## src/text_console_cell_writer_unit_defines.svh

```systemverilog
// Assertion macros for the text console cell writer.
// Included by the modules that check their own logic.
`ifndef TEXT_CONSOLE_CELL_WRITER_UNIT_DEFINES_SVH
`define TEXT_CONSOLE_CELL_WRITER_UNIT_DEFINES_SVH

// Same-cycle implication.
`define TCCW_ASSERT_IMPL(label, clk, rst_n, ante, cons) \
    label: assert property (@(posedge clk) disable iff (!rst_n) (ante) |-> (cons)) \
        else $error("assertion failed");

// Next-cycle implication.
`define TCCW_ASSERT_NEXT(label, clk, rst_n, ante, cons) \
    label: assert property (@(posedge clk) disable iff (!rst_n) (ante) |=> (cons)) \
        else $error("assertion failed");

`endif

```

## src/tccw_pkg.sv

```systemverilog
// Shared types and constants of the text console cell writer.
// No dependencies.
package tccw_pkg;
    localparam int COLUMNS = 80;
    localparam int ROWS    = 25;
    localparam int CELLS   = COLUMNS * ROWS;
    localparam int CELL_W  = $clog2(CELLS);
    localparam int COL_W   = 7;
    localparam int ROW_W   = 5;

    localparam logic [7:0] NL_CODE    = 8'd10;
    localparam logic [7:0] BLANK_CODE = 8'd8;
    localparam logic [7:0] SPACE_CODE = 8'd32;

    localparam logic [1:0] ACT_PUT   = 2'd0;
    localparam logic [1:0] ACT_BKSP  = 2'd1;
    localparam logic [1:0] ACT_CLEAR = 2'd2;
    localparam logic [1:0] ACT_READ  = 2'd3;

    typedef logic [CELL_W-1:0] t_addr;

    typedef struct packed {
        logic [1:0]       action;
        logic [7:0]       character;
        logic             use_position;
        logic [COL_W-1:0] column;
        logic [ROW_W-1:0] row;
        logic [7:0]       attribute;
    } t_in;

    typedef struct packed {
        logic [COL_W-1:0] cursor_column;
        logic [ROW_W-1:0] cursor_row;
        logic [7:0]       cell_char;
        logic [7:0]       cell_attrib;
        logic             scrolled;
    } t_out;

    typedef enum logic [2:0] {
        OP_PUT_CHAR,
        OP_PUT_NL,
        OP_PUT_BLANK,
        OP_BKSP,
        OP_CLEAR,
        OP_READ
    } t_op;

    typedef struct packed {
        t_op              op;
        logic             use_pos;
        logic [COL_W-1:0] col;
        logic [ROW_W-1:0] row;
        logic [7:0]       ch;
        logic [7:0]       attr;
    } t_cmd;

    function automatic t_addr cell_addr(input logic [COL_W-1:0] col,
                                        input logic [ROW_W-1:0] row);
        return t_addr'(row) * t_addr'(COLUMNS) + t_addr'(col);
    endfunction
endpackage

```

## src/tccw_front.sv

```systemverilog
// Input stage: accepts items, saturates positions, resolves attributes.
// Holds the default attribute register. Depends on tccw_pkg.
module tccw_front (
    input  logic          i_clk,
    input  logic          i_rst_n,
    input  logic          i_in_valid,
    output logic          o_in_ready,
    input  tccw_pkg::t_in i_in_data,
    input  logic          i_cfg_valid,
    output logic          o_cfg_ready,
    input  logic [7:0]    i_cfg_data,
    output logic [7:0]    o_default_attrib,
    output logic          o_cmd_valid,
    input  logic          i_cmd_ready,
    output tccw_pkg::t_cmd o_cmd
);
    import tccw_pkg::*;

    logic       r_valid;
    t_cmd       r_cmd;
    logic [7:0] r_default_attrib;
    t_cmd       w_cmd;

    assign o_in_ready       = !r_valid || i_cmd_ready;
    assign o_cfg_ready      = 1'b1;
    assign o_default_attrib = r_default_attrib;
    assign o_cmd_valid      = r_valid;
    assign o_cmd            = r_cmd;

    always_comb begin
        w_cmd.use_pos = i_in_data.use_position;
        w_cmd.col     = (i_in_data.column >= COL_W'(COLUMNS)) ?
                        COL_W'(COLUMNS - 1) : i_in_data.column;
        w_cmd.row     = (i_in_data.row >= ROW_W'(ROWS)) ?
                        ROW_W'(ROWS - 1) : i_in_data.row;
        w_cmd.ch      = i_in_data.character;
        w_cmd.attr    = (i_in_data.attribute == 8'd0) ? r_default_attrib
                                                      : i_in_data.attribute;
        unique case (i_in_data.action)
            ACT_PUT: begin
                if (i_in_data.character == NL_CODE) begin
                    w_cmd.op = OP_PUT_NL;
                end else if (i_in_data.character == BLANK_CODE) begin
                    w_cmd.op = OP_PUT_BLANK;
                end else begin
                    w_cmd.op = OP_PUT_CHAR;
                end
            end
            ACT_BKSP:  w_cmd.op = OP_BKSP;
            ACT_CLEAR: w_cmd.op = OP_CLEAR;
            default:   w_cmd.op = OP_READ;
        endcase
    end

    always_ff @(posedge i_clk) begin
        if (!i_rst_n) begin
            r_valid          <= 1'b0;
            r_default_attrib <= 8'd7;
        end else begin
            if (i_cfg_valid) begin
                r_default_attrib <= i_cfg_data;
            end
            if (i_in_valid && o_in_ready) begin
                r_valid <= 1'b1;
            end else if (i_cmd_ready) begin
                r_valid <= 1'b0;
            end
        end
        if (i_in_valid && o_in_ready) begin
            r_cmd <= w_cmd;
        end
    end
endmodule

```

## config.mk

```make
export PLATFORM = sky130hd
export DESIGN_NAME = tccw_front
export DESIGN_NICKNAME = d
export VERILOG_FILES = /design/src/text_console_cell_writer_unit_defines.svh /design/src/tccw_pkg.sv /design/src/tccw_front.sv
export SDC_FILE = /design/constraint.sdc
export NUM_CORES = 1
export LEC_CHECK = 0
export BUFFER_PORTS_ARGS = -buffer_cell sky130_fd_sc_hd__buf_2
export CORE_MARGIN = 1.5
export CORE_UTILIZATION = 40
export DETAILED_ROUTE_END_ITERATION = 8
export PLACE_DENSITY = 0.75
export SKIP_LAST_GASP = 1
export SYNTH_ARGS = -nofsm -noshare
export SYNTH_HDL_FRONTEND = slang
export SYNTH_SLANG_ARGS = --single-unit
```

## constraint.sdc

```tcl
create_clock -name i_clk -period 1.6 [get_ports i_clk]
set_input_delay 0.16 -clock i_clk [delete_from_list [all_inputs] [get_ports i_clk]]
set_output_delay 0.16 -clock i_clk [all_outputs]
set_load 0.01 [all_outputs]
```

Yosys cells after proc, flatten, opt, wreduce, memory -nomap -nowiden. Cells that the tools add are included.

Reduce and logical (&&, ||, !) cells: 6. Equality and inequality tests: 4. Mux-type cells: 6. Magnitude comparators: 2.

Operators with widths (count): equality test 8 x 4 -> 1 bit, second input constant (2); case mux 3 bit (3 select lines) (1); logical NOT 8 bit (1); 2-to-1 mux 8 bit (1); >= comparator 7 bit, second input constant (1); >= comparator 5 bit, second input constant (1); 2-to-1 mux 2 bit (2); equality test 2 x 1 -> 1 bit, second input constant (1); equality test 2 bit, second input constant (1); logical NOT 2 bit (1); 2-to-1 mux 1 bit (2); nonzero test 2 bit (1); logical AND 1 bit (1); logical NOT 1 bit (1); logical OR 1 bit (1).

Input port bits: 44. Word-level logic and storage cells: 26. Bits in registers: 41. Output and inout port bits: 43.

Depth between registers and ports, before layout.
Depth in word-level cells: 4. Gate-level depth with buffers: 3. Mapped depth without buffers: 2.

Worst setup path before layout. OpenSTA, ideal clock, no wires.

Path kind: register to register. Start point: register r_valid, in the netlist o_cmd_valid. End point: register r_cmd, in the netlist o_cmd[0] (enable). Data required time: 1.208 ns. Setup slack: -0.094 ns. Path buffers: 0. Stages on the path, launching flop included: 3. Clock period less this slack: 1.694 ns. Library setup time: 0.392 ns. Arrival: 1.302 ns. Path through: dfxtp_1 > nand2b_1 > and2_1.

Cells in the longest elaborated chain, start to end: 3.

RTL lines: start, declared (line tccw_front.sv:19) `logic r_valid;`; start signal, assigned (line tccw_front.sv:57) `r_valid <= 1'b0;`; start signal, assigned (line tccw_front.sv:64) `r_valid <= 1'b1;`; start signal, assigned (line tccw_front.sv:66) `r_valid <= 1'b0;`; logical NOT 1 bit (line tccw_front.sv:24) `assign o_in_ready = !r_valid || i_cmd_ready;`; logical OR 1 bit (line tccw_front.sv:24); via o_in_ready (line tccw_front.sv:7) `output logic o_in_ready,`; logical AND 1 bit (line tccw_front.sv:69) `if (i_in_valid && o_in_ready) begin`; end signal, assigned (line tccw_front.sv:70) `r_cmd <= w_cmd;`; end, declared (line tccw_front.sv:20) `t_cmd r_cmd;`.

The timed path passes the listed nets, and every way through them passes these cells. A chain may end at the register's enable or synchronous reset.

==> summary.txt <==
Logic synthesis
  • Syn Nets: 158
  • Post-synthesis sequential area ratio: 70.2%
  • Post-synth cell types: 22
  • Top cell type's share of synthesized area: 59.1%
  • Yosys warnings: 0
  • Avg Cell Area, Syn: 14.3 sq um
  • Synth Cell Area: between 0.0015 and 0.002 sq mm
  • Syn Inst Count: roughly 110
  • Yosys reg bits: 41
  • Yosys top cell by area: edfxtp_1
  • Synth area leaders: edfxtp_1, dfxtp_1, o31ai_2

Final layout
  • Ant diodes: 0
  • Storage cell area: ~0.0011 sq mm
  • Commonest cells after routing, fill and taps aside: buf_2, edfxtp_1, inv_1
  • Layout cell share with drive strength beyond 1: 52.0%
  • Commonest non-fill, non-tap cell in the layout: buf_2
  • Area Overhead vs Synth: 33.8%
  • Final #Nets: between 200 and 250
  • # fillers: 316
  • Footprint of the multi-input gates: 372 sq um

Global routing
  • Initial antenna violation count: 0
  • Largest net degree at the start of global routing: 33
  • Vias in the first global route: 1019
  • Global-route wire length before repair: 4350 microns
  • GRT Util Overall: a little over an eighth
  • Gr ovfl total: 0

Worst hold path
  • Worst hold path startpoint: i_in_data[20]
  • Worst hold path class: input port to flip-flop

Clock network
  • Reg clk slew, reported paths: around 0.080 ns
  • Num CTS Buffers: 5
  • Skew-Pair Late Insertion Delay: 0.29 ns
  • CTS Root Cell: clkbuf_8
  • CTS tree: yes
  • Post_cts resized: 0
  • Clock Sinks: 41
  • H-tree Lvls: 2
  • Post-CTS Setup Bufs: 0
  • CTS Buffer Depth: 2
  • Post-CTS Hold Buffers: 0

Timing
  • RSZ-0062 raised after global routing: false
  • Final slew viol count: 0
  • Setup-failing EPs final: 0
  • Final Hold Fails: 0
  • Final min period: 1.12 ns
  • Final hold slack: 0.0475 ns
  • Final WS setup: 0.476 ns
  • Final Cycle Share: a little over two thirds
  • Clk_skew: 0.00531 ns
  • Final TNS setup: 0 ns
  • FMAX: 890 MHz

Die
  • Placement row count: 22
  • Top-Level Pins: 87
  • Initial Utilization: 43.1%
  • Die H: 66.8 microns
  • Core area: 0.00377 sq mm
  • Die X: 66.8 microns
  • Die area: 0.00446 sq mm

Drt
  • Drt pass-1 iters: 4
  • Routed WL per cell: 11.5 microns
  • Detailed Route WL: 2840 microns
  • Drt initial violations: 83
  • DRC: 0
  • DRT antenna net count: 0
  • Via count: 1111
  • Via density: 4.48

Setup path
  • Critical R2R Launch: o_cmd_valid
  • Critical Path AT: 1.25 ns
  • Crit path launch type: input port
  • Critical Path End Type: flip-flop
  • WP buf/inv: 1
  • Worst-path maximum fanout: 8
  • Crit path largest cell delay: 0.73 ns
  • Worst-path cell chain: buf_2, or4_1, o31ai_2
  • CP required: about 1.7 ns
  • Crit path from: i_in_data[0]
  • CP top delay family: simple AND/OR/NAND/NOR gates
  • Setup CP Type: input port to flip-flop
  • Crit-path slowest cell: or4_1

Power
  • Leakage dissipation: 0.985 nW
  • PD cells: between 900 and 1000 mW/mm^2
  • Tot Pwr: 0.00213 W
  • Maximum VDD drop: 0.478 mV

Placed design
  • Pre-CTS WS: approximately 0.17 ns
  • Port Buffers: 85
  • Final RePlAce weighted congestion: 0.720
  • Dpl hpwl: between 2000 and 2500 microns

Job
  • Max Cap Violations: 0

Status
  • Status: complete, no violations
flip-flops by register name (all words and copies together) (netlist names):
| register | count |
|---|---|
| o_cmd | 32 |
| o_cmd_valid | 1 |
| o_default_attrib | 8 |
worst register-to-register path, delay by kind of cell, from the launching register on:
kind                   cells  cell delay (ns)
flip-flops                 1             0.31
AND/OR/NAND/NOR            2             0.26
buffers and inverters      1             0.20
synthesized netlist by cell type:
cell and number:
or4_1 2, or4b_1 1, o21ai_0 1, o31ai_1 1
clkbuf_1 4, nand2_1 4, a21boi_0 1, o211ai_1 3
buf_2 2, inv_1 19, and2_1 4, mux2i_1 5
or4_4 1, nor2b_1 7, dfxtp_1 9, buf_4 1
conb_1 1, buf_6 1, edfxtp_1 32, o41ai_2 1
nand2b_1 6, o31ai_2 8
logic make-up after synthesis:
family | synth area share (%)
other | 0.231
AOI/OAI and AO/OA | 9.77
buffers and inverters | 7.08
DFF | 70.2
and+or+nand+nor | 9.69
muxes | 3.08
report_power, final:
part / leakage [nW] / switching [W] / internal [W]
clock network: 0.0455 / 0.000337 / 0.000301
logic: 0.556 / 0.000137 / 0.000120
registers: 0.384 / 0.0000190 / 0.00122
total: 0.985 / 0.000493 / 0.00164
layer usage:
metal | global-route usage (%) | vias to the layer above | routed length [microns]
met4 | 8.42 | 0 | 58
met1 | 14.8 | 482 | 1200
met5 | 0 | - | 0
li1 | - | 557 | -
met2 | 22.8 | 67 | 1300
met3 | 4.39 | 5 | 289
path summary, 6_finish.rpt:
check | depth (start not counted) | endpoint | slack [ns]
setup / recovery | 3 | o_cmd[6] | 0.48
hold / removal | 1 | o_cmd[28] | 0.05
setup reg to reg | 3 | o_cmd[17] | 0.52
hold reg to reg | 2 | o_default_attrib[2] | 0.52
through the flow:
stage | util (%) | cell area, sq um | instances
finish | 57.7 | 2180 | 248
detailed placement | 55.4 | 2090 | 240
floorplan | - | 1630 | 114
global route | 57.7 | 2180 | 248
global placement | 55.4 | 2090 | 240
CTS | 57.7 | 2180 | 248
area by class of cell:
type	instances	share of cell area [%]
clock inverter	3	0.805
tap	48	2.76
timing repair buffer	86	20.5
clock buffer	5	3.16
multi-input combinational	46	17.1
sequential	41	52.4
inverter	19	3.28
Note: power is estimated with default switching activity, not from simulation.
