`src/text_console_cell_writer_unit_defines.svh`:
```
// Assertion macros for the text console cell writer.
// Included by the modules that check their own logic.
`ifndef TEXT_CONSOLE_CELL_WRITER_UNIT_DEFINES_SVH
`define TEXT_CONSOLE_CELL_WRITER_UNIT_DEFINES_SVH

// Same-cycle implication.
`define TCCW_ASSERT_IMPL(label, clk, rst_n, ante, cons) \
    label: assert property (@(posedge clk) disable iff (!rst_n) (ante) |-> (cons)) \
        else $error("assertion failed");

// Next-cycle implication.
`define TCCW_ASSERT_NEXT(label, clk, rst_n, ante, cons) \
    label: assert property (@(posedge clk) disable iff (!rst_n) (ante) |=> (cons)) \
        else $error("assertion failed");

`endif

```
`src/tccw_pkg.sv`:
```
// Shared types and constants of the text console cell writer.
// No dependencies.
package tccw_pkg;
    localparam int COLUMNS = 80;
    localparam int ROWS    = 25;
    localparam int CELLS   = COLUMNS * ROWS;
    localparam int CELL_W  = $clog2(CELLS);
    localparam int COL_W   = 7;
    localparam int ROW_W   = 5;

    localparam logic [7:0] NL_CODE    = 8'd10;
    localparam logic [7:0] BLANK_CODE = 8'd8;
    localparam logic [7:0] SPACE_CODE = 8'd32;

    localparam logic [1:0] ACT_PUT   = 2'd0;
    localparam logic [1:0] ACT_BKSP  = 2'd1;
    localparam logic [1:0] ACT_CLEAR = 2'd2;
    localparam logic [1:0] ACT_READ  = 2'd3;

    typedef logic [CELL_W-1:0] t_addr;

    typedef struct packed {
        logic [1:0]       action;
        logic [7:0]       character;
        logic             use_position;
        logic [COL_W-1:0] column;
        logic [ROW_W-1:0] row;
        logic [7:0]       attribute;
    } t_in;

    typedef struct packed {
        logic [COL_W-1:0] cursor_column;
        logic [ROW_W-1:0] cursor_row;
        logic [7:0]       cell_char;
        logic [7:0]       cell_attrib;
        logic             scrolled;
    } t_out;

    typedef enum logic [2:0] {
        OP_PUT_CHAR,
        OP_PUT_NL,
        OP_PUT_BLANK,
        OP_BKSP,
        OP_CLEAR,
        OP_READ
    } t_op;

    typedef struct packed {
        t_op              op;
        logic             use_pos;
        logic [COL_W-1:0] col;
        logic [ROW_W-1:0] row;
        logic [7:0]       ch;
        logic [7:0]       attr;
    } t_cmd;

    function automatic t_addr cell_addr(input logic [COL_W-1:0] col,
                                        input logic [ROW_W-1:0] row);
        return t_addr'(row) * t_addr'(COLUMNS) + t_addr'(col);
    endfunction
endpackage

```
`src/tccw_queue.sv`:
```
// Two-entry command queue between front and back.
// Depends on tccw_pkg.
module tccw_queue (
    input  logic           i_clk,
    input  logic           i_rst_n,
    input  logic           i_push_valid,
    output logic           o_push_ready,
    input  tccw_pkg::t_cmd i_push_data,
    output logic           o_pop_valid,
    input  logic           i_pop_ready,
    output tccw_pkg::t_cmd o_pop_data
);
    import tccw_pkg::*;

    t_cmd       r_mem [2];
    logic       r_wp;
    logic       r_rp;
    logic [1:0] r_cnt;
    logic       w_push;
    logic       w_pop;

    assign o_push_ready = (r_cnt != 2'd2);
    assign o_pop_valid  = (r_cnt != 2'd0);
    assign o_pop_data   = r_mem[r_rp];
    assign w_push       = i_push_valid && o_push_ready;
    assign w_pop        = o_pop_valid && i_pop_ready;

    always_ff @(posedge i_clk) begin
        if (!i_rst_n) begin
            r_wp  <= 1'b0;
            r_rp  <= 1'b0;
            r_cnt <= 2'd0;
        end else begin
            if (w_push) begin
                r_wp <= !r_wp;
            end
            if (w_pop) begin
                r_rp <= !r_rp;
            end
            r_cnt <= r_cnt + 2'(w_push) - 2'(w_pop);
        end
        if (w_push) begin
            r_mem[r_wp] <= i_push_data;
        end
    end
endmodule

```
`config.mk`:
```
export PLATFORM = sky130hd
export DESIGN_NAME = tccw_queue
export DESIGN_NICKNAME = d
export VERILOG_FILES = /design/src/text_console_cell_writer_unit_defines.svh /design/src/tccw_pkg.sv /design/src/tccw_queue.sv
export SDC_FILE = /design/constraint.sdc
export NUM_CORES = 1
export LEC_CHECK = 0
export BUFFER_PORTS_ARGS = -buffer_cell sky130_fd_sc_hd__buf_4
export CAP_MARGIN = 20
export CORE_UTILIZATION = 35
export CTS_CLUSTER_DIAMETER = 100
export DETAILED_ROUTE_END_ITERATION = 12
export PLACE_DENSITY_LB_ADDON = 0.05
export SYNTH_ARGS = -nofsm -noshare
export SYNTH_HDL_FRONTEND = slang
export SYNTH_SLANG_ARGS = --single-unit
```
`constraint.sdc`:
```
create_clock -name i_clk -period 1.8 [get_ports i_clk]
set_clock_uncertainty 0.1 [all_clocks]
set_input_delay 0.18 -clock i_clk [delete_from_list [all_inputs] [get_ports i_clk]]
set_output_delay 0.18 -clock i_clk [all_outputs]
set_load 0.005 [all_outputs]
```
# Word-level counts from Yosys, hierarchy flattened
# Memories as Yosys holds them, arrays and structs flattened. A register that Yosys moved wholly into a read port is not among the register bits.
# Index checks and enable logic that the tools add are counted.
# classes
n_addsub	2
n_eq_ne	1
n_mux	4
n_reduce_logical	5
# op_table
op	count
1-bit 2-to-1 mux	4
2-bit by 1-bit adder with 2-bit output	1
1-bit logical AND	2
1-bit logical NOT	2
2-bit != test (second input constant)	1
2-bit nonzero test	1
2-bit by 1-bit subtractor with 2-bit output	1
# totals
reg_bits	4
ram_bits	64
inputBits	36
word_cells	16
n_memories	1
# mem_list
memory	depth	width	rd	rd_clocked_by_memory_dff	write_ports	line	rtl
r_mem	2	32	1	1	1	tccw_queue.sv:15	t_cmd r_mem [2];

# Logic depth before layout (Yosys ltp)
# Gate-level depths: netlist of the first run.
# logic_depth
ltp_word	4
ltp_mapped	6

# Worst setup path before layout of the first run
# OpenSTA, ideal clock, no wires.
# synth_path
kind	reg-to-reg
from	register r_cnt[0]
to	memory r_mem[1][0] in the netlist's numbering (enable)
arrival_ns	1.425
required_ns	1.308
slack_ns	-0.117
path_stages_with_launch	3
n_path_buf	0
cell_sequence	dfxtp_1 -> nand2b_1 -> and3_1
# synth_via
elab_chain_len	4
# synth_lines
item	line	rtl
start, declared	tccw_queue.sv:18	logic [1:0] r_cnt;
start signal, assigned	tccw_queue.sv:40	r_cnt <= r_cnt + 2'(w_push) - 2'(w_pop);
2-bit != test	tccw_queue.sv:22	assign o_push_ready = (r_cnt != 2'd2);
via o_push_ready	tccw_queue.sv:7	output logic o_push_ready,
1-bit logical AND	tccw_queue.sv:25	assign w_push = i_push_valid && o_push_ready;
1-bit 2-to-1 mux	tccw_queue.sv:42	if (w_push) begin
1-bit 2-to-1 mux (not written as such)	tccw_queue.sv:43	r_mem[r_wp] <= i_push_data;
end, declared	tccw_queue.sv:15	
# The timed path passes the listed nets, and every way through them passes these cells.

==> metrics.cfg, run 1 <==
[grt]
grt_overflow = 0
grt_pass1_wl_um = 7420
antenna_found_initial = 0
grt_pass1_vias = 1556
grt_start_max_net_pins = 33
grt_use_total_pct = 13.4

[worst_setup_path]
startpoint_type = flip-flop
worst_ep_arrival_time_ps = 1420
reg2reg_depth = 6
timing.rr.start = r_cnt[1]
r2r_slack_ps = 120
reg2reg_to = r_cnt[1]
crit_type = reg -> out
crit_path_max_fanout = 18
worstPathRequired_ps = 1520
endpoint_kind = output port

[sta]
worst_slack_ps = 100
min_period_ps = 1700
hold_slack_ps = 91.4
drv_slew = 0
hold_violations = 0
max_freq_mhz = 588
setup_violations = 0
relSlewSlack_pct = 68.8
period_share_pct = 94.4
tightest_slew_ps = 462
grt_setup_unrepaired = no
fin_setup_tns_ps = 0

[synth]
syn_nets = 167
ys_seq_area_share_pct = 78.8
synth-xor-area-share_pct = 0.341
synth_top_family_by_area = multiplexers
synth.mux.area_fraction_pct = 14.0
synth-seq-cells = 69
yosys.area_share.simple_pct = 3.56
yosys.area.top_type = edfxtp_1
synth-compound-area-share_pct = 1.71
synth.avg_cell_area_um2 = 19.7
synth.area.top_cells = edfxtp_1 (75%), mux2_1 (13%), dfxtp_1 (3.9%)
synth.distinct_cells = 25
synth_area_mm2 = 0.00257
ys_warn_count = 0
synthAdderAreaFrac_pct = 0.488
synth_top_area_share_pct = 74.9
syn-instance-count = 130

[detailed_routing]
vias = 1510
drt_iter0_markers = 65
remaining_drc_errors = 0
detail_route.first_pass.iterations = 4
drtAntennaViolNets = 0
post_drt_wl_per_cell_um = 13.7
viasPerCell = 4.39
wl_um = 4710

[layout]
nNetsFinal = 280
mostFrequentLayoutCells = buf_4 (71), edfxtp_1 (64), dlygate4sd3_1 (33), mux2_1 (30), clkbuf_8 (9)
utilization_pct = 54.6
final_common_cell = buf_4
areaGrowthSynthToFinish_pct = 47.8
antennaDiodeCount = 0
drive_gt1_share_pct = 38.7

[clocking]
root_buffer = clkbuf_8
post_cts_buffers = 0
clkTransAtPathRegs_ps = 70
htreeDepth = 3
clkLatencyLatePin_ps = 320
clockBufferDepth = 2
numCtsBuffers = 9
clkSinkCount = 69
cts_tree = yes

[min_path]
hp-class = in -> reg
hold_end = r_wp
min-delay-start = i_push_valid
hold_depth = 3

[status]
status = completed

[pwr]
p_sw_mw = 1.00
peakVddDrop_mv = 0.583
cellLeakagePower_nw = 1.44
seqPwrFrac_pct = 46.8
power_frac_clock_pct = 31.1
switching_share_pct = 23.5
comb_power_share_pct = 22.1
p_int_mw = 3.27
total_power_mw = 4.27
powerDensity_mw_per_mm2 = 1130

[die]
coreArea_mm2 = 0.00694
die_w_um = 87.6
pin_count = 70
initial_core_util_pct = 37.0
dieArea_mm2 = 0.00768
row_count = 30
die_y_um = 87.6

[placed_design]
io_buffers = 69
dp_slack_ps = 69.2
dp_hpwl_um = 3020
gp_routability_congestion = 0.643

[run]
cap_violations = 0

[layer usage]
layer	global-route usage [%]	share of wire [%]	vias up
li1	-	-	730
met1	14.8	41	729
met2	23.9	53	49
met3	3.96	4.9	2
met4	5.81	0.55	0
met5	0	0	-
[flip-flops by register name, indices dropped and copies added, names as in the netlist, named ones only]
signal  count
r_mem      64
r_wp        1
r_cnt       2
r_rp        1
[cell usage after synthesis]
cell      count
o21ba_1       1
nor2b_1       1
inv_1         2
dfxtp_1       5
nand3_1       1
and3_1        2
nand3b_1      1
o21ai_1       1
edfxtp_1     64
buf_2         4
o31a_1        1
mux2_2        2
a21bo_1       1
xor2_1        1
nor4bb_1      1
a21oi_1       1
mux2_1       30
nand2b_1      1
or2_2         1
nor4_1        1
o21ai_0       1
and2_1        1
nor2_1        4
nor3_2        1
ha_1          1
[worst max-delay path by stage]
stage	endpoint	from	cells after the start	slack [ps]
floorplan	r_mem[0][0]	r_cnt[0]	3	170
global placement	r_cnt[1]	r_cnt[1]	6	220
detailed placement	r_cnt[1]	r_cnt[1]	6	70
CTS	r_cnt[1]	r_cnt[1]	6	50
global route	o_pop_data[11]	flip-flop	3	30
finish	o_pop_data[31]	flip-flop	3	100
[logic make-up after synthesis]
kind of cell,after synthesis
adder cells (fa/ha/maj),1
XOR/XNOR,1
flip-flops,69
AND/OR/NAND/NOR,15
buffers and inverters,6
multiplexers,32
AO/OA/AOI/OAI,6
[timing repair]
action / 4_1_cts / 5_1_grt
hold buffers: 33 / 0
gates resized for setup: 0 / 1
hold endpoints to repair: 65 / 0
setup endpoints to repair: 0 / 1
[worst max-delay path, cell delays in order (launching register included)]
cell	delay, ps
dfxtp_2	330
buf_4	260
mux2_2	380
buf_4	140
[power groups by stage]
stage          clock network (mW)  logic, mW  registers, mW
2_1_floorplan                   0      0.431           2.02
3_3_place_gp                    0      0.874           2.03
3_5_place_dp                    0      0.904           2.04
4_1_cts                      1.37      0.967           2.00
5_1_grt                      1.46       1.03           2.02
6_report                     1.33      0.942           2.00
[cell type report]
cell class | count | area (µm²)
well taps | 96 | 120
multi-input cells | 55 | 520
clock inverters | 7 | 90.1
repair buffers | 106 | 903
flip-flops and latches | 69 | 2020
inverters | 2 | 11.3
clock buffers | 9 | 124
fillers | 590 | 3150
[metrics by stage]
step           cells  cell area [µm²]
2_1_floorplan    130             2570
3_3_place_gp     295             3250
3_5_place_dp     295             3250
4_1_cts          344             3790
5_1_grt          344             3790
6_report         344             3790
No activity file was read; power rests on OpenSTA's default activity.
==> inputs of run 2 (changes only) <==
--- a/config.mk
+++ b/config.mk
@@ -5,9 +5,10 @@
 export SDC_FILE = /design/constraint.sdc
 export NUM_CORES = 1
 export LEC_CHECK = 0
+export ABC_AREA = 1
 export BUFFER_PORTS_ARGS = -buffer_cell sky130_fd_sc_hd__buf_4
 export CAP_MARGIN = 20
-export CORE_UTILIZATION = 35
+export CORE_UTILIZATION = 47
 export CTS_CLUSTER_DIAMETER = 100
 export DETAILED_ROUTE_END_ITERATION = 12
 export PLACE_DENSITY_LB_ADDON = 0.05
==> run 2 against run 1 <==
Net effect:
- sequential power is 6% higher
- sequential share of layout area is 1.4 points lower
- register-to-register slack better by 60 ps
- clock power hardly changed
- critical path depth stayed put
- synthesized cell count is 4.6% higher
- area after synthesis is 5.3% higher
- critical endpoint is now o_pop_data[12]
- largest cell class unchanged
==> metrics.cfg, run 2 <==
[synth]
yosys.area.top_type = edfxtp_1
synth_area_mm2 = 0.00270  ; +5.3%
syn_nets = 173  ; +3.6%
yosysMostFrequentCell = edfxtp_1
ys_seq_area_share_pct = 74.8  ; -3.9 points
synth.distinct_cells = 14  ; -44%
synth_top_area_share_pct = 71.1  ; -3.7 points
synth.avg_cell_area_um2 = 19.9  ; +0.62%
syn-instance-count = 136  ; +4.6%
synthArstFlopShare_pct = 0  ; unchanged
synth_edf_count = 64  ; unchanged
synth.area.top_cells = edfxtp_1 (71%), mux2_4 (17%), dfxtp_1 (3.7%)
ys_top_cells_by_count = edfxtp_1 (64), mux2_4 (30), nand2_1 (11), nor2_1 (8), inv_1 (7)
synth_ff_type = edfxtp_1
ys_warn_count = 0  ; unchanged
synth-seq-cells = 69  ; unchanged

[pwr]
cellLeakagePower_nw = 1.57  ; +9.0%
powerDensity_mw_per_mm2 = 1260  ; +12%
switching_share_pct = 24.9  ; +1.4 points
p_int_mw = 3.69  ; +13%
seqPwrFrac_pct = 43.1  ; -3.7 points
peakVddDrop_mv = 0.840  ; +44%
comb_power_share_pct = 29.8  ; +7.7 points
total_power_mw = 4.91  ; +15%
power_frac_clock_pct = 27.1  ; -4.0 points
p_sw_mw = 1.22  ; +22%

[grt]
grt_use_total_pct = 16.7  ; +3.3 points
antenna_found_initial = 0  ; unchanged
grt_overflow = 0  ; unchanged
grt_pass1_vias = 1574  ; +1.2%
grt_start_max_net_pins = 22  ; -33%
grt_pass1_wl_um = 7200  ; -3.0%

[clocking]
numCtsBuffers = 9  ; unchanged
cts_tree = yes
clockBufferDepth = 2  ; unchanged
clkSinkCount = 69  ; unchanged
root_buffer = clkbuf_8
htreeDepth = 3  ; unchanged
clkLatencyLatePin_ps = 330  ; about the same
clkTransAtPathRegs_ps = 60  ; about the same

[die]
dieArea_mm2 = 0.00605  ; -21%
row_count = 27  ; -10%
pin_count = 70  ; unchanged
die_w_um = 77.8  ; -11%
initial_core_util_pct = 49.1  ; +12 points
coreArea_mm2 = 0.00551  ; -21%
die_y_um = 77.8  ; -11%

[layout]
antennaDiodeCount = 0  ; unchanged
utilization_pct = 70.8  ; +16 points
top_register = r_mem
areaGrowthSynthToFinish_pct = 44.3
drive_gt1_share_pct = 49.6  ; +11 points
final_common_cell = buf_4
reg_top3 = r_mem (64), r_cnt (2)
mostFrequentLayoutCells = buf_4 (71), edfxtp_1 (64), dlygate4sd3_1 (33), mux2_4 (30), nand2_1 (10)
largest_register_ffs = 64  ; unchanged
instances_no_fill = 328  ; -4.7%
nNetsFinal = 288  ; +2.9%

[min_path]
hold_depth = 6  ; +3
hold_end = r_cnt[1]
hp-class = in -> reg
min-delay-start = i_pop_ready

[worst_setup_path]
crit_type = reg -> out
endpoint_kind = output port
crit_path_max_fanout = 11  ; -7
timing.rr.start = r_cnt[0]
startpoint_type = flip-flop
worstPathRequired_ps = 1520  ; about the same
reg2reg_to = r_cnt[1]
reg2reg_depth = 10  ; +4
r2r_slack_ps = 180  ; +60 ps
worst_ep_arrival_time_ps = 1390  ; -30 ps

[placed_design]
dp_hpwl_um = 2970  ; -1.4%
place_inst = 279  ; -5.4%
gp_routability_congestion = 0.658  ; +2.4%
io_buffers = 69  ; unchanged

[sta]
grt_setup_unrepaired = no
max_freq_mhz = 599  ; +1.9%
min_period_ps = 1670  ; -31.2 ps
hold_violations = 0  ; unchanged
relSlewSlack_pct = 85.0  ; +16 points
tightest_slew_ps = 225  ; -236 ps
period_share_pct = 92.7  ; -1.7 points
drv_slew = 0  ; unchanged
setup_violations = 0  ; unchanged
fin_setup_tns_ps = 0  ; unchanged

[detailed_routing]
drtAntennaViolNets = 0  ; unchanged
remaining_drc_errors = 0  ; unchanged
viasPerCell = 4.68  ; +6.5%
post_drt_wl_per_cell_um = 13.8  ; +0.91%
drt_iter0_markers = 49  ; -25%
detail_route.first_pass.iterations = 6  ; +2
vias = 1534  ; +1.6%
wl_um = 4530  ; -3.8%

[run]
cap_violations = 0  ; unchanged

[status]
status = completed

[run 2: worst max-delay path by stage]
stage	endpoint	slack [ps]	from
2_1_floorplan	r_mem[1][0]	-190	r_cnt[0]
5_1_grt	r_cnt[1]	60	r_cnt[0]
4_1_cts	r_cnt[1]	100	r_cnt[0]
3_5_place_dp	r_cnt[1]	130	r_cnt[0]
3_3_place_gp	r_cnt[1]	270	r_cnt[0]
6_report	o_pop_data[12]	130	flip-flop
[run 2: repair_timing]
action	CTS	global route
endpoints found under the setup margin	0	1
gates resized for setup	0	1
hold buffers	33	0
buffers inserted	0	0
hold endpoints to repair	66	0
[run 2: layout make-up]
class	instances	area, µm²
timing repair buffer	108	943
inverter	7	26.3
sequential	69	2020
clock buffer	10	128
fill	375	1610
multi-input combinational	56	599
clock inverter	6	87.6
tap	72	90.1
[run 2: logic make-up after synthesis]
kind of cell | after synthesis | synth area share (%)
simple gates | 21 | 3.06
compound gates | 1 | 0.185
mux | 32 | 17.5
buf+inv | 11 | 3.61
fa+ha+maj | 1 | 0.463
xor+xnor | 1 | 0.324
flops | 69 | 74.8
[run 2: worst max-delay path, cell delays in order, from the launching register on]
cell and delay, ps:
dfxtp_2 350, buf_4 240, mux2_4 330, buf_4 130
[run 2: power groups by stage]
stage	clock network (mW)	logic, mW	registers, mW
3_3_place_gp	0	1.37	2.14
5_1_grt	1.44	1.57	2.14
4_1_cts	1.36	1.48	2.12
2_1_floorplan	0	0.860	2.13
6_report	1.33	1.46	2.12
3_5_place_dp	0	1.41	2.16
[run 2: through the flow]
step	cell area [µm²]	hold WS [ps]	setup WS [ps]
floorplan	2710	173	-186
global placement	3350	265	270
detailed placement	3350	267	126
CTS	3890	205	101
global route	3900	244	64.2
finish	3900	215	132
[run 2: layer usage]
| metal | part of all wire (%) | wire, µm | vias to the layer above | global-route usage (%) |
|---|---|---|---|---|
| met2 | 52 | 2350 | 47 | 28.7 |
| met4 | 2.8 | 125 | 0 | 10.4 |
| met3 | 4.0 | 180 | 12 | 4.59 |
| met5 | 0 | 0 | - | 0 |
| met1 | 41 | 1870 | 740 | 18.1 |
| li1 | - | - | 735 | - |
==> inputs of run 3 (changes only) <==
--- a/config.mk
+++ b/config.mk
@@ -8,7 +8,7 @@
 export ABC_AREA = 1
 export BUFFER_PORTS_ARGS = -buffer_cell sky130_fd_sc_hd__buf_4
 export CAP_MARGIN = 20
-export CORE_UTILIZATION = 47
+export CORE_UTILIZATION = 43
 export CTS_CLUSTER_DIAMETER = 100
 export DETAILED_ROUTE_END_ITERATION = 12
 export PLACE_DENSITY_LB_ADDON = 0.05
==> run 3 against run 2 <==
Net effect:
- first-iteration DRC count fell by 2.0%
- die area rose by 9.1%
- count of clock-buffer cells in the layout rose by 1
- highest routed layer unchanged
==> metrics.cfg, run 3 (synthesis results as in run 2) <==
[run]
cap_violations = 0  ; unchanged

[layout]
top_register = r_mem
largest_register_ffs = 64  ; unchanged
num-fill-cells = 451  ; +20%
reg_top3 = r_mem (64), r_cnt (2)
drive_gt1_share_pct = 49.4  ; -0.20 points
areaGrowthSynthToFinish_pct = 41.6
nNetsFinal = 288  ; unchanged
register_area_mm2 = 0.00202  ; unchanged
multi_input_area_um2 = 607  ; +1.3%
final_common_cell = buf_4
mostFrequentLayoutCells = buf_4 (73), edfxtp_1 (64), dlygate4sd3_1 (33), mux2_4 (30), nand2_1 (10)
antennaDiodeCount = 0  ; unchanged

[pwr]
cellLeakagePower_nw = 1.54  ; -2.0%
comb_power_share_pct = 31.7  ; +1.9 points
seqPwrFrac_pct = 46.4  ; +3.3 points
powerDensity_mw_per_mm2 = 1190  ; -5.4%
power_frac_clock_pct = 21.8  ; -5.3 points
p_sw_mw = 1.17  ; -4.3%
peakVddDrop_mv = 0.740  ; -12%
p_int_mw = 3.39  ; -8.1%
switching_share_pct = 25.6  ; +0.75 points

[worst_setup_path]
path_cells = buf_4 > mux2_2 > buf_4
critPathMostFrequentCell = buf_4
endpoint_kind = output port
crit_path_max_fanout = 11  ; unchanged
slowest_stage = mux2_2
worstPathRequired_ps = 1520  ; about the same
timing.rr.start = r_cnt[0]
startpoint_type = flip-flop
cpPeakStageDelay_ps = 380  ; +30 ps
worst_ep_arrival_time_ps = 1410  ; +20 ps
crit_type = reg -> out

[clocking]
clkLatencyLatePin_ps = 320  ; about the same
numCtsBuffers = 9  ; unchanged
cts_tree = yes
clkTransAtPathRegs_ps = 70  ; about the same
htreeDepth = 3  ; unchanged
post_cts_buffers = 0  ; unchanged
clkSinkCount = 69  ; unchanged
root_buffer = clkbuf_8
clockBufferDepth = 2  ; unchanged

[die]
coreArea_mm2 = 0.00599  ; +8.8%
dieArea_mm2 = 0.00660  ; +9.1%
die_y_um = 81.3  ; +4.4%
row_count = 28  ; +3.7%
die_w_um = 81.3  ; +4.4%
initial_core_util_pct = 45.1  ; -4.0 points
pin_count = 70  ; unchanged

[min_path]
min-delay-start = i_pop_ready
hp-class = in -> reg

[placed_design]
gp_routability_congestion = 0.644  ; -2.1%
io_buffers = 69  ; unchanged
dp_hpwl_um = 2970  ; -0.20%

[grt]
grt_pass1_vias = 1539  ; -2.2%
grt_start_max_net_pins = 22  ; unchanged
grt_pass1_wl_um = 6700  ; -7.0%
antenna_found_initial = 0  ; unchanged
grt_overflow = 0  ; unchanged
grt_use_total_pct = 14.6  ; -2.1 points

[detailed_routing]
detail_route.first_pass.iterations = 4  ; -2
remaining_drc_errors = 0  ; unchanged
wl_um = 4380  ; -3.3%
post_drt_wl_per_cell_um = 13.3  ; -3.9%
vias = 1493  ; -2.7%
viasPerCell = 4.52  ; -3.3%
drtAntennaViolNets = 0  ; unchanged
drt_iter0_markers = 48  ; -2.0%

[sta]
tightest_slew_ps = 259  ; +33.3 ps
grt_setup_unrepaired = no
relSlewSlack_pct = 82.7  ; -2.2 points
hold_slack_ps = 215  ; -0.115 ps
setup_violations = 0  ; unchanged
period_share_pct = 94.0  ; +1.3 points
fin_setup_tns_ps = 0  ; unchanged
hold_violations = 0  ; unchanged
max_freq_mhz = 591  ; -1.4%
drv_slew = 0  ; unchanged
min_period_ps = 1690  ; +24.2 ps

[status]
status = completed

run 3: cell types whose count changed in the layout (fill, tap and decap cells not counted):
cell and delta:
buf_12 -2, buf_4 +2, bufinv_16 -2, clkbuf_1 +1
clkinv_4 -1, clkinvlp_4 +1, xnor2_1 -1, xnor2_2 +1
run 3: worst max-delay path, delay by kind of cell (launching register included):
kind	cells	cell delay (ps)
flip-flops	1	350
multiplexers	1	380
buffers and inverters	2	370
run 3: metal layers:
layer  global-route usage [%]  share of wire, %  vias to the layer above
met5                        0                 0                        -
met4                     5.36              0.57                        0
met3                     6.40               3.7                        2
met2                     25.0                55                       37
met1                     15.8                41                      722
li1                         -                 -                      732
run 3: per-stage QoR:
step           setup slack [ps]  area, µm²  util [%]  cells  total power [mW]
2_1_floorplan              -186       2710         -    136              2.99
3_3_place_gp                265       3330      55.6    282              3.50
3_5_place_dp               40.5       3330      55.6    282              3.56
4_1_cts                    1.94       3820      63.7    330              4.62
5_1_grt                    15.3       3830      63.9    330              4.83
6_report                    107       3830      63.9    330              4.56
run 3: path summary, 6_finish.rpt:
path                                       end  slack, ps  cells past startpoint
worst max-delay path            o_pop_data[31]        110                      3
worst min-delay path                 flip-flop        220                      5
worst max register to register        r_cnt[1]        170                     10
worst min register to register            r_rp        410                      2
run 3: timing repair:
action                                  in CTS  in global routing
endpoints found under the hold margin       65                  0
resized for setup                            0                  2
endpoints found under the setup margin       0                  1
hold buffers                                33                  0
run 3: area by class of cell:
| cell class | instances | area share [%] |
|---|---|---|
| multi-input combinational | 56 | 15.9 |
| clock inverter | 4 | 0.687 |
| inverter | 7 | 0.687 |
| tap | 75 | 2.45 |
| sequential | 69 | 52.9 |
| clock buffer | 11 | 3.43 |
| timing repair buffer | 108 | 24.0 |
run 3: power groups by stage:
stage | Combinational, mW | Sequential (mW) | Clock (mW)
2_1_floorplan | 0.860 | 2.13 | 0
3_3_place_gp | 1.36 | 2.14 | 0
3_5_place_dp | 1.40 | 2.16 | 0
4_1_cts | 1.46 | 2.12 | 1.03
5_1_grt | 1.58 | 2.14 | 1.11
6_report | 1.45 | 2.12 | 0.997
